==> config.mk <==
export PLATFORM = sky130hd
export DESIGN_NAME = at_response_terminator_detector
export DESIGN_NICKNAME = d
export VERILOG_FILES = /design/src/rtl/atrtd_pkg.sv /design/src/rtl/atrtd_match.sv /design/src/rtl/atrtd_session.sv /design/src/rtl/at_response_terminator_detector.sv
export VERILOG_INCLUDE_DIRS = /design/src /design/src/rtl
export SDC_FILE = /design/constraint.sdc
export NUM_CORES = 1
export LEC_CHECK = 0
export BUFFER_PORTS_ARGS = -buffer_cell sky130_fd_sc_hd__clkbuf_2
export CAP_MARGIN = 40
export CORE_MARGIN = 2
export CORE_UTILIZATION = 35
export DETAILED_ROUTE_END_ITERATION = 10
export SLEW_MARGIN = 20
export SYNTH_ARGS = -nofsm -noshare
export SYNTH_HDL_FRONTEND = slang
export SYNTH_SLANG_ARGS = --single-unit
==> constraint.sdc <==
create_clock -name i_clk -period 6.77 [get_ports i_clk]
set_input_delay 0.3385 -clock i_clk [delete_from_list [all_inputs] [get_ports i_clk]]
set_output_delay 0.3385 -clock i_clk [all_outputs]
set_load 0.05 [all_outputs]
==> src/rtl/at_response_terminator_detector_assert.svh <==
// Assertion macros for the AT reply collector.
// Used by at_response_terminator_detector; expects i_clk and i_rst_n in scope.
`ifndef AT_RESPONSE_TERMINATOR_DETECTOR_ASSERT_SVH
`define AT_RESPONSE_TERMINATOR_DETECTOR_ASSERT_SVH

// Same-cycle implication, checked out of reset.
`define ATRTD_ASSERT_SAME(lbl, ante, cons) \
    lbl: assert property (@(posedge i_clk) disable iff (!i_rst_n) (ante) |-> (cons)) \
        else $error("atrtd: same-cycle check failed");

// Next-cycle implication, checked out of reset.
`define ATRTD_ASSERT_NEXT(lbl, ante, cons) \
    lbl: assert property (@(posedge i_clk) disable iff (!i_rst_n) (ante) |=> (cons)) \
        else $error("atrtd: next-cycle check failed");

`endif

==> src/rtl/atrtd_pkg.sv <==
// Shared types and constants for the AT reply collector.
// No dependencies; imported by every module of the block.
package atrtd_pkg;

    typedef enum logic [1:0] {
        OP_START = 2'd0,
        OP_BYTE  = 2'd1,
        OP_TICK  = 2'd2,
        OP_UART  = 2'd3
    } t_opcode;

    typedef enum logic [1:0] {
        ST_OK      = 2'd0,
        ST_NO_BYTE = 2'd1,
        ST_FULL    = 2'd2,
        ST_UART    = 2'd3
    } t_status;

    typedef enum logic [2:0] {
        EXIT_NONE    = 3'd0,
        EXIT_OK      = 3'd1,
        EXIT_ERROR   = 3'd2,
        EXIT_INTER   = 3'd3,
        EXIT_OVERALL = 3'd4,
        EXIT_FULL    = 3'd5,
        EXIT_UART    = 3'd6
    } t_exit;

    typedef enum logic [1:0] {
        CFG_CAPACITY = 2'd0,
        CFG_OVERALL  = 2'd1,
        CFG_INTER    = 2'd2
    } t_cfg_idx;

    localparam logic [12:0] CAPACITY_RST = 13'd256;
    localparam logic [15:0] OVERALL_RST  = 16'd5000;
    localparam logic [15:0] INTER_RST    = 16'd1000;
    localparam logic [15:0] MS_MAX       = 16'hFFFF;

    localparam logic [7:0] CH_LF = 8'h0A;
    localparam logic [7:0] CH_CR = 8'h0D;
    localparam logic [7:0] CH_SP = 8'h20;
    localparam logic [7:0] CH_O  = 8'h4F;
    localparam logic [7:0] CH_K  = 8'h4B;
    localparam logic [7:0] CH_E  = 8'h45;
    localparam logic [7:0] CH_R  = 8'h52;

    localparam logic [2:0] OK_LEN  = 3'd4;
    localparam logic [2:0] ERR_LEN = 3'd7;

    typedef struct packed {
        logic [12:0] capacity;
        logic [15:0] overall_ms;
        logic [15:0] inter_ms;
    } t_cfg;

    typedef struct packed {
        logic [2:0] ok_next;
        logic [2:0] err_next;
        logic       ok_hit;
        logic       err_hit;
    } t_match;

    // Packed from the top down so byte_kept lands in bit 0.
    typedef struct packed {
        logic        saw_any_byte;
        logic [11:0] bytes_received;
        t_exit       exit_reason;
        t_status     status;
        logic        done_res;
        logic [7:0]  kept_byte;
        logic        byte_kept;
    } t_result;

    typedef struct packed {
        logic active;
        logic stored_nz;
    } t_sess_mon;

endpackage

==> src/rtl/atrtd_match.sv <==
// Streaming matchers for the "\nOK\n" and "\nERROR\n" reply terminators.
// Depends on atrtd_pkg.
module atrtd_match (
    input  logic [2:0]       i_ok_prog,
    input  logic [2:0]       i_err_prog,
    input  logic [7:0]       i_byte,
    output atrtd_pkg::t_match o_match
);
    import atrtd_pkg::*;

    logic [2:0] w_ok;
    logic [2:0] w_err;

    // Neither pattern has an inner LF, so any LF that does not complete a pattern falls back to progress 1.
    always_comb begin
        w_ok = (i_byte == CH_LF) ? 3'd1 : 3'd0;
        case (i_ok_prog)
            3'd1: if (i_byte == CH_O) w_ok = 3'd2;
            3'd2: if (i_byte == CH_K) w_ok = 3'd3;
            3'd3: if (i_byte == CH_LF) w_ok = OK_LEN;
            default: ;
        endcase
    end

    always_comb begin
        w_err = (i_byte == CH_LF) ? 3'd1 : 3'd0;
        case (i_err_prog)
            3'd1: if (i_byte == CH_E) w_err = 3'd2;
            3'd2: if (i_byte == CH_R) w_err = 3'd3;
            3'd3: if (i_byte == CH_R) w_err = 3'd4;
            3'd4: if (i_byte == CH_O) w_err = 3'd5;
            3'd5: if (i_byte == CH_R) w_err = 3'd6;
            3'd6: if (i_byte == CH_LF) w_err = ERR_LEN;
            default: ;
        endcase
    end

    assign o_match.ok_next  = w_ok;
    assign o_match.err_next = w_err;
    assign o_match.ok_hit   = (w_ok == OK_LEN);
    assign o_match.err_hit  = (w_err == ERR_LEN);

endmodule

==> src/rtl/atrtd_session.sv <==
// Session state and per-item result logic of the AT reply collector.
// Depends on atrtd_pkg and atrtd_match.
module atrtd_session #(
    parameter int MAX_CAPACITY = 4096
) (
    input  logic                 i_clk,
    input  logic                 i_rst_n,
    input  logic                 i_step,
    input  atrtd_pkg::t_opcode   i_opcode,
    input  logic [7:0]           i_rx_byte,
    input  atrtd_pkg::t_cfg      i_cfg,
    output atrtd_pkg::t_result   o_result,
    output atrtd_pkg::t_sess_mon o_mon
);
    import atrtd_pkg::*;

    localparam int CAP_LIM = (MAX_CAPACITY < 8191) ? MAX_CAPACITY : 8191;
    localparam int LEN_W   = $clog2(CAP_LIM);
    localparam int CMP_W   = 17;
    localparam logic [CMP_W-1:0] MAX_CAP = CMP_W'(MAX_CAPACITY);

    logic             r_active,    n_active;
    logic [15:0]      r_elapsed,   n_elapsed;
    logic [15:0]      r_idle,      n_idle;
    logic [LEN_W-1:0] r_stored,    n_stored;
    logic [2:0]       r_ok_prog,   n_ok_prog;
    logic [2:0]       r_err_prog,  n_err_prog;
    logic             r_any,       n_any;
    logic [LEN_W-1:0] r_lead,      n_lead;
    logic [LEN_W-1:0] r_trail,     n_trail;
    logic             r_nonblank,  n_nonblank;

    t_match           w_match;
    logic             w_full;
    logic             w_blank;
    logic [CMP_W-1:0] w_len_plus;
    logic [LEN_W-1:0] b_stored, b_lead, b_trail;
    logic             b_nonblank;
    logic             w_use_b;
    logic [LEN_W-1:0] t_stored, t_lead, t_trail;
    logic             t_nonblank;
    logic [LEN_W:0]   w_cut;
    logic [LEN_W-1:0] w_trimmed;
    logic [15:0]      w_elapsed_inc, w_idle_inc;
    logic [31:0]      w_cnt_ext;
    logic [LEN_W-1:0] w_cnt;

    atrtd_match u_match (
        .i_ok_prog  (r_ok_prog),
        .i_err_prog (r_err_prog),
        .i_byte     (i_rx_byte),
        .o_match    (w_match)
    );

    assign w_len_plus = CMP_W'(r_stored) + CMP_W'(1);
    assign w_full     = (w_len_plus >= CMP_W'(i_cfg.capacity)) || (w_len_plus >= MAX_CAP);
    assign w_blank    = (i_rx_byte == CH_LF) || (i_rx_byte == CH_SP);

    // Values after appending the byte.
    always_comb begin
        b_stored   = r_stored + LEN_W'(1);
        b_lead     = r_lead;
        b_trail    = r_trail;
        b_nonblank = r_nonblank;
        if (w_blank) begin
            if (r_nonblank) b_trail = r_trail + LEN_W'(1);
            else            b_lead  = r_lead + LEN_W'(1);
        end else begin
            b_nonblank = 1'b1;
            b_trail    = '0;
        end
    end

    assign w_use_b    = (i_opcode == OP_BYTE);
    assign t_stored   = w_use_b ? b_stored   : r_stored;
    assign t_lead     = w_use_b ? b_lead     : r_lead;
    assign t_trail    = w_use_b ? b_trail    : r_trail;
    assign t_nonblank = w_use_b ? b_nonblank : r_nonblank;
    assign w_cut      = (LEN_W+1)'(t_lead) + (LEN_W+1)'(t_trail);

    always_comb begin
        if (!t_nonblank || (w_cut >= {1'b0, t_stored})) w_trimmed = '0;
        else w_trimmed = t_stored - w_cut[LEN_W-1:0];
    end

    assign w_elapsed_inc = (r_elapsed == MS_MAX) ? r_elapsed : r_elapsed + 16'd1;
    assign w_idle_inc    = (r_idle == MS_MAX) ? r_idle : r_idle + 16'd1;

    always_comb begin
        n_active   = r_active;
        n_elapsed  = r_elapsed;
        n_idle     = r_idle;
        n_stored   = r_stored;
        n_ok_prog  = r_ok_prog;
        n_err_prog = r_err_prog;
        n_any      = r_any;
        n_lead     = r_lead;
        n_trail    = r_trail;
        n_nonblank = r_nonblank;
        o_result   = '0;
        w_cnt      = '0;
        if (i_opcode == OP_START) begin
            n_active   = 1'b1;
            n_elapsed  = '0;
            n_idle     = '0;
            n_stored   = '0;
            n_ok_prog  = '0;
            n_err_prog = '0;
            n_any      = 1'b0;
            n_lead     = '0;
            n_trail    = '0;
            n_nonblank = 1'b0;
        end else if (r_active) begin
            case (i_opcode)
                OP_BYTE: begin
                    n_any  = 1'b1;
                    n_idle = '0;
                    if (i_rx_byte != CH_CR) begin
                        if (w_full) begin
                            n_active           = 1'b0;
                            o_result.done_res  = 1'b1;
                            o_result.status    = ST_FULL;
                            o_result.exit_reason = EXIT_FULL;
                            w_cnt              = r_stored;
                        end else begin
                            n_stored           = b_stored;
                            n_lead             = b_lead;
                            n_trail            = b_trail;
                            n_nonblank         = b_nonblank;
                            n_ok_prog          = w_match.ok_next;
                            n_err_prog         = w_match.err_next;
                            o_result.byte_kept = 1'b1;
                            o_result.kept_byte = i_rx_byte;
                            if (w_match.ok_hit) begin
                                n_ok_prog            = '0;
                                n_active             = 1'b0;
                                o_result.done_res    = 1'b1;
                                o_result.exit_reason = EXIT_OK;
                                w_cnt                = w_trimmed;
                            end else if (w_match.err_hit) begin
                                n_err_prog           = '0;
                                n_active             = 1'b0;
                                o_result.done_res    = 1'b1;
                                o_result.exit_reason = EXIT_ERROR;
                                w_cnt                = w_trimmed;
                            end
                        end
                    end
                end
                OP_TICK: begin
                    n_elapsed = w_elapsed_inc;
                    n_idle    = w_idle_inc;
                    if (w_elapsed_inc >= i_cfg.overall_ms) begin
                        n_active             = 1'b0;
                        o_result.done_res    = 1'b1;
                        o_result.exit_reason = EXIT_OVERALL;
                        if (r_any) begin
                            w_cnt = w_trimmed;
                        end else begin
                            o_result.status = ST_NO_BYTE;
                        end
                    end else if (r_any && (w_idle_inc >= i_cfg.inter_ms)) begin
                        n_active             = 1'b0;
                        o_result.done_res    = 1'b1;
                        o_result.exit_reason = EXIT_INTER;
                        w_cnt                = w_trimmed;
                    end
                end
                default: begin
                    n_active             = 1'b0;
                    o_result.done_res    = 1'b1;
                    o_result.status      = ST_UART;
                    o_result.exit_reason = EXIT_UART;
                    w_cnt                = r_stored;
                end
            endcase
            if (!o_result.done_res) w_cnt = n_stored;
            o_result.saw_any_byte = n_any;
        end
        w_cnt_ext               = {{(32-LEN_W){1'b0}}, w_cnt};
        o_result.bytes_received = w_cnt_ext[11:0];
    end

    always_ff @(posedge i_clk) begin
        if (!i_rst_n) begin
            r_active   <= 1'b0;
            r_elapsed  <= '0;
            r_idle     <= '0;
            r_stored   <= '0;
            r_ok_prog  <= '0;
            r_err_prog <= '0;
            r_any      <= 1'b0;
            r_lead     <= '0;
            r_trail    <= '0;
            r_nonblank <= 1'b0;
        end else if (i_step) begin
            r_active   <= n_active;
            r_elapsed  <= n_elapsed;
            r_idle     <= n_idle;
            r_stored   <= n_stored;
            r_ok_prog  <= n_ok_prog;
            r_err_prog <= n_err_prog;
            r_any      <= n_any;
            r_lead     <= n_lead;
            r_trail    <= n_trail;
            r_nonblank <= n_nonblank;
        end
    end

    assign o_mon.active    = r_active;
    assign o_mon.stored_nz = (r_stored != '0);

endmodule

==> src/rtl/at_response_terminator_detector.sv <==
// AT reply collector top level: input register, session logic, result register.
// Depends on atrtd_pkg, atrtd_session and at_response_terminator_detector_assert.svh.
//
//  channel  | direction | payload
//  ---------+-----------+------------------------------------------------------
//  s_axis   | in        | tdata: rx_byte; tuser: opcode
//  m_axis   | out       | tdata: byte_kept .. saw_any_byte (one result per item)
//  cfg      | in        | i_cfg_index selects register, i_cfg_data holds value
//
// One item per cycle sustained while m_axis accepts; each item is held in the input
// register until the result register is free and is then evaluated into it.
// Synchronous active-low reset clears the session and loads register defaults.
// A stalled m_axis holds the result and, once the input register is full,
// drops s_axis_tready; the config channel is always ready.
module at_response_terminator_detector #(
    parameter int MAX_CAPACITY = 4096
) (
    input  logic        i_clk,
    input  logic        i_rst_n,
    input  logic        s_axis_tvalid,
    output logic        s_axis_tready,
    input  logic [7:0]  s_axis_tdata,   // [7:0] rx_byte
    input  logic [1:0]  s_axis_tuser,   // [1:0] opcode
    output logic        m_axis_tvalid,
    input  logic        m_axis_tready,
    // [0] byte_kept, [8:1] kept_byte, [9] done_res, [11:10] status,
    // [14:12] exit_reason, [26:15] bytes_received, [27] saw_any_byte
    output logic [31:0] m_axis_tdata,
    input  logic        i_cfg_valid,
    output logic        o_cfg_ready,
    input  logic [1:0]  i_cfg_index,
    input  logic [15:0] i_cfg_data
);
    import atrtd_pkg::*;

    `include "at_response_terminator_detector_assert.svh"

    logic      r_in_valid, n_in_valid;
    t_opcode   r_in_op;
    logic [7:0] r_in_byte;
    logic      r_out_valid, n_out_valid;
    t_result   r_out;
    t_cfg      r_cfg, n_cfg;

    logic      w_in_acc;
    logic      w_out_free;
    logic      w_step;
    t_result   w_result;
    t_sess_mon w_mon;
    logic      w_kept_done;
    logic      w_match_exit;

    assign w_out_free    = !r_out_valid || m_axis_tready;
    assign w_step        = r_in_valid && w_out_free;
    assign s_axis_tready = !r_in_valid || w_out_free;
    assign w_in_acc      = s_axis_tvalid && s_axis_tready;
    assign n_in_valid    = w_in_acc || (r_in_valid && !w_step);
    assign n_out_valid   = w_step || (r_out_valid && !m_axis_tready);

    assign o_cfg_ready = 1'b1;

    always_comb begin
        n_cfg = r_cfg;
        if (i_cfg_valid) begin
            case (i_cfg_index)
                CFG_CAPACITY: n_cfg.capacity   = i_cfg_data[12:0];
                CFG_OVERALL:  n_cfg.overall_ms = i_cfg_data;
                CFG_INTER:    n_cfg.inter_ms   = i_cfg_data;
                default: ;
            endcase
        end
    end

    always_ff @(posedge i_clk) begin
        if (!i_rst_n) begin
            r_in_valid     <= 1'b0;
            r_out_valid    <= 1'b0;
            r_cfg.capacity   <= CAPACITY_RST;
            r_cfg.overall_ms <= OVERALL_RST;
            r_cfg.inter_ms   <= INTER_RST;
        end else begin
            r_in_valid  <= n_in_valid;
            r_out_valid <= n_out_valid;
            r_cfg       <= n_cfg;
        end
    end

    always_ff @(posedge i_clk) begin
        if (w_in_acc) begin
            r_in_op   <= t_opcode'(s_axis_tuser);
            r_in_byte <= s_axis_tdata;
        end
        if (w_step) begin
            r_out <= w_result;
        end
    end

    atrtd_session #(
        .MAX_CAPACITY (MAX_CAPACITY)
    ) u_session (
        .i_clk     (i_clk),
        .i_rst_n   (i_rst_n),
        .i_step    (w_step),
        .i_opcode  (r_in_op),
        .i_rx_byte (r_in_byte),
        .i_cfg     (r_cfg),
        .o_result  (w_result),
        .o_mon     (w_mon)
    );

    assign m_axis_tvalid = r_out_valid;
    assign m_axis_tdata  = {4'b0000, r_out};

    assign w_kept_done  = r_out_valid && r_out.byte_kept && r_out.done_res;
    assign w_match_exit = (r_out.exit_reason == EXIT_OK) || (r_out.exit_reason == EXIT_ERROR);

    `ATRTD_ASSERT_SAME(a_done_closes_session, r_out_valid && r_out.done_res, !w_mon.active)
    `ATRTD_ASSERT_SAME(a_kept_done_is_match, w_kept_done, w_match_exit)
    `ATRTD_ASSERT_SAME(a_kept_has_length, r_out_valid && r_out.byte_kept, w_mon.stored_nz)
    `ATRTD_ASSERT_NEXT(a_stalled_item_held, r_in_valid && !w_step, r_in_valid)

endmodule
==> flow_summary.ini <==
[status]
status = complete, no violations

[global_route]
gr-total-overflow = 0
grt_antenna_before_repair = 0
grt_pass1_vias = 9484
grt_usage_pct = 18.3
grt_pass1_wl_um = 49600
grt_max_degree = 76

[clock_network]
post-cts-setup-buffer-count = 0
cts-root-buf = clkbuf_16
clkSinkCount = 162
post_cts_resized = 0
cts.htree.levels = 4
postCtsHoldBufs = 0
cts-buffers-inserted = 17
cts.path.max_buffers = 2
path_clk_slew_ns = 0.07
clkLatencyLatePin_ns = 0.45
cts_tree = built

[power]
intPower_uw = 1560
vdd.ir_drop.worst_mv = 0.176
p_seq_share_pct = 46.7
combPwrFrac_pct = 8.9
p_total_uw = 2190
p_per_area_mw_per_mm2 = 171
power.switching_uw = 631
leakage_uw = 0.00505
swShare_pct = 28.8
p_clk_share_pct = 44.5

[detailed_routing]
drt-pass1-iter-count = 7
drtIter0Drc = 640
viasPerCell = 5.39
wl_um = 30800
routedWlPerCell_um = 16.2
drc = 0
drtAntennaViolNets = 0
vias = 10200

[hold_path]
min_to = r_in_byte[6]
holdPathStages = 1
min_path_type = in -> reg
min_from = s_axis_tdata[6]

[timing]
holdWs_ns = 0.0788
finalHoldViolations = 0
fin_crit_sh_pct = 92.5
period_needed_ns = 6.26
rsz0062_at_grt = no
tightest_slew_ns = 0.801
final.setup.tns_ns = 0
worst_clock_skew_ns = 0.0148
slew_viol_final = 0
max_freq_ghz = 0.160
finalSetupViolations = 0
slew_headroom_pct = 46.5

[floorplanning]
row_count = 66
dieArea_sq_mm = 0.0344
core_sq_mm = 0.0325
initial_core_util_pct = 35.5
dieHeight_um = 185
fp.dieW_um = 185
pin_count = 68

[logic_synthesis]
yosys_warnings = 0
netlist_area_sq_mm = 0.0115
syn_avg_cell_area_sq_um = 8.10
syn_inst = 1421
synth_seq_area_share_pct = 31.5
synthFlopType = dfxtp_1
async_reset_ff_share_pct = 0
synth_edf_count = 38
synth_cell_types = 84
synth-seq-cells = 162

[cells_and_area]
final_core_util_pct = 39.4
fill_cells = 3312
final_cell_mix = nand2_1 (182), dfxtp_1 (124), o21ai_0 (90)
antenna_cells = 0
drive_gt1_share_pct = 9.98
finalNetCount = 1564
fin_area_sq_mm = 0.0128
areaGrowthSynthToFinish_pct = 11.1
final_common_cell = nand2_1

[worst_setup_path]
r2r-end = m_axis_tdata[17]
start_kind = register
reg2reg_setup_slack_ns = 0.51
cp_max_fo = 13
crit_arrival_ns = 6.51
worstSetupEndpointType = register
critPathKind = reg -> reg
r2r_start = r_in_byte[4]
crit_required_ns = 7.01
ff2ff_path_depth = 25

[place]
hpwl_um = 22900
io_buffers = 62
placed_cell_area_sq_mm = 0.0122
routabilityCongestion = 0.882

[job]
maxCapViolations = 0
## sequential cells by signal, summed over array words and instances (netlist names), 2 cells and up, named ones only
| name | flops |
|---|---|
| m_axis_tdata | 28 |
| u_session.r_idle | 16 |
| r_in_op | 2 |
| u_session.r_ok_prog | 3 |
| u_session.r_elapsed | 16 |
| u_session.r_trail | 12 |
| u_session.r_lead | 12 |
| u_session.r_stored | 12 |
| u_session.r_err_prog | 3 |
| r_cfg | 45 |
| r_in_byte | 8 |
## logic make-up (layout without fill, tap and decap cells)
kind of cell	after synthesis	in the layout	synth area share, %
and+or+nand+nor	544	544	24.2
AOI/OAI and AO/OA	377	377	22.4
buffers and inverters	167	196	5.81
DFF	162	162	31.5
adders and majority gates	91	91	10.0
xor gates and xnor gates	73	73	5.55
muxes	5	5	0.478
other	2	5	0.0652
## per-stage QoR
| stage | setup WS (ns) | std cells |
|---|---|---|
| floorplan | 1.11 | 1424 |
| global placement | 0.561 | 1857 |
| detailed placement | 0.393 | 1860 |
| CTS | 0.350 | 1892 |
| global route | 0.0567 | 1895 |
| finish | 0.505 | 1895 |
## worst max-delay path, cell delays in order, from the launching register on
cell	delay (ns)
edfxtp_1	0.53
nor3_1	0.31
o211ai_1	0.16
inv_1	0.11
nand2_2	0.17
nor2_1	0.22
mux2_2	0.40
fa_1	0.44
a21o_1	0.19
a41oi_1	0.22
o21ai_0	0.17
o31a_1	0.33
nand2_1	0.09
nand2_1	0.05
a21oi_1	0.18
xnor2_1	0.16
inv_1	0.06
ha_1	0.35
a21oi_1	0.17
o21ai_0	0.10
a2111oi_0	0.39
nand3_1	0.12
a211o_1	0.36
a21oi_4	0.34
a2111oi_2	0.14
a2111oi_2	0.30
## routing by layer
metal | up-vias | global-route usage, % | wire [um]
met5 | - | 0 | 0
met4 | 0 | 6.63 | 766
met3 | 40 | 3.24 | 1320
met2 | 241 | 29.4 | 14400
met1 | 4835 | 24.5 | 14300
li1 | 5101 | - | -
## how the worst max path moves through the flow
stage / slack, ns / depth (start not counted) / to / startpoint
floorplan: 1.11 / 26 / m_axis_tdata[15] / r_in_byte[1]
global placement: 0.56 / 25 / m_axis_tdata[17] / r_in_byte[4]
detailed placement: 0.39 / 25 / m_axis_tdata[17] / r_in_byte[4]
CTS: 0.35 / 25 / m_axis_tdata[17] / r_in_byte[4]
global route: 0.06 / 25 / m_axis_tdata[17] / r_in_byte[4]
finish: 0.51 / 25 / m_axis_tdata[17] / r_in_byte[4]
## layout make-up
type	count	area [sq um]	share of cell area, %
tap	442	553	4.32
inverter	85	319	2.50
clock inverter	15	165	1.29
timing repair buffer	79	464	3.63
multi-input combinational	1095	7240	56.6
sequential	162	3620	28.3
clock buffer	17	425	3.33
## Yosys cell counts (all sizes together), types with 5 or more instances
cell type,n,area [sq um]
dfxtp,124,2480
or2,7,43.8
nand3b,9,67.6
nor2,90,348
inv,85,319
a21oi,51,267
o21ai,92,464
nand2b,15,93.8
ha,89,1110
a22oi,19,143
o21a,9,67.6
buf,17,106
nor4,6,43.8
nand4,25,156
and3,39,249
edfxtp,38,1140
xnor2,42,368
o211ai,24,180
nor3b,7,52.6
a2111oi,9,116
a21o,15,113
and2,13,81.3
or3,20,125
and4,8,70.1
a211oi,12,90.1
nor2b,38,238
clkbuf,65,244
xor2,31,272
a31oi,17,106
a21boi,72,541
and3b,5,43.8
nand2,184,693
nand3,44,230
nor3,21,110
o31ai,14,105
a211o,7,70.1
## power by group through the flow
stage | clock, uW | sequential (uW) | combinational, uW
5_1_grt | 1040 | 1030 | 213
4_1_cts | 1000 | 1020 | 193
3_5_place_dp | 0 | 1050 | 192
6_report | 974 | 1020 | 195
2_1_floorplan | 0 | 1070 | 115
3_3_place_gp | 0 | 1040 | 190
Power figures use the tool's default switching activity.
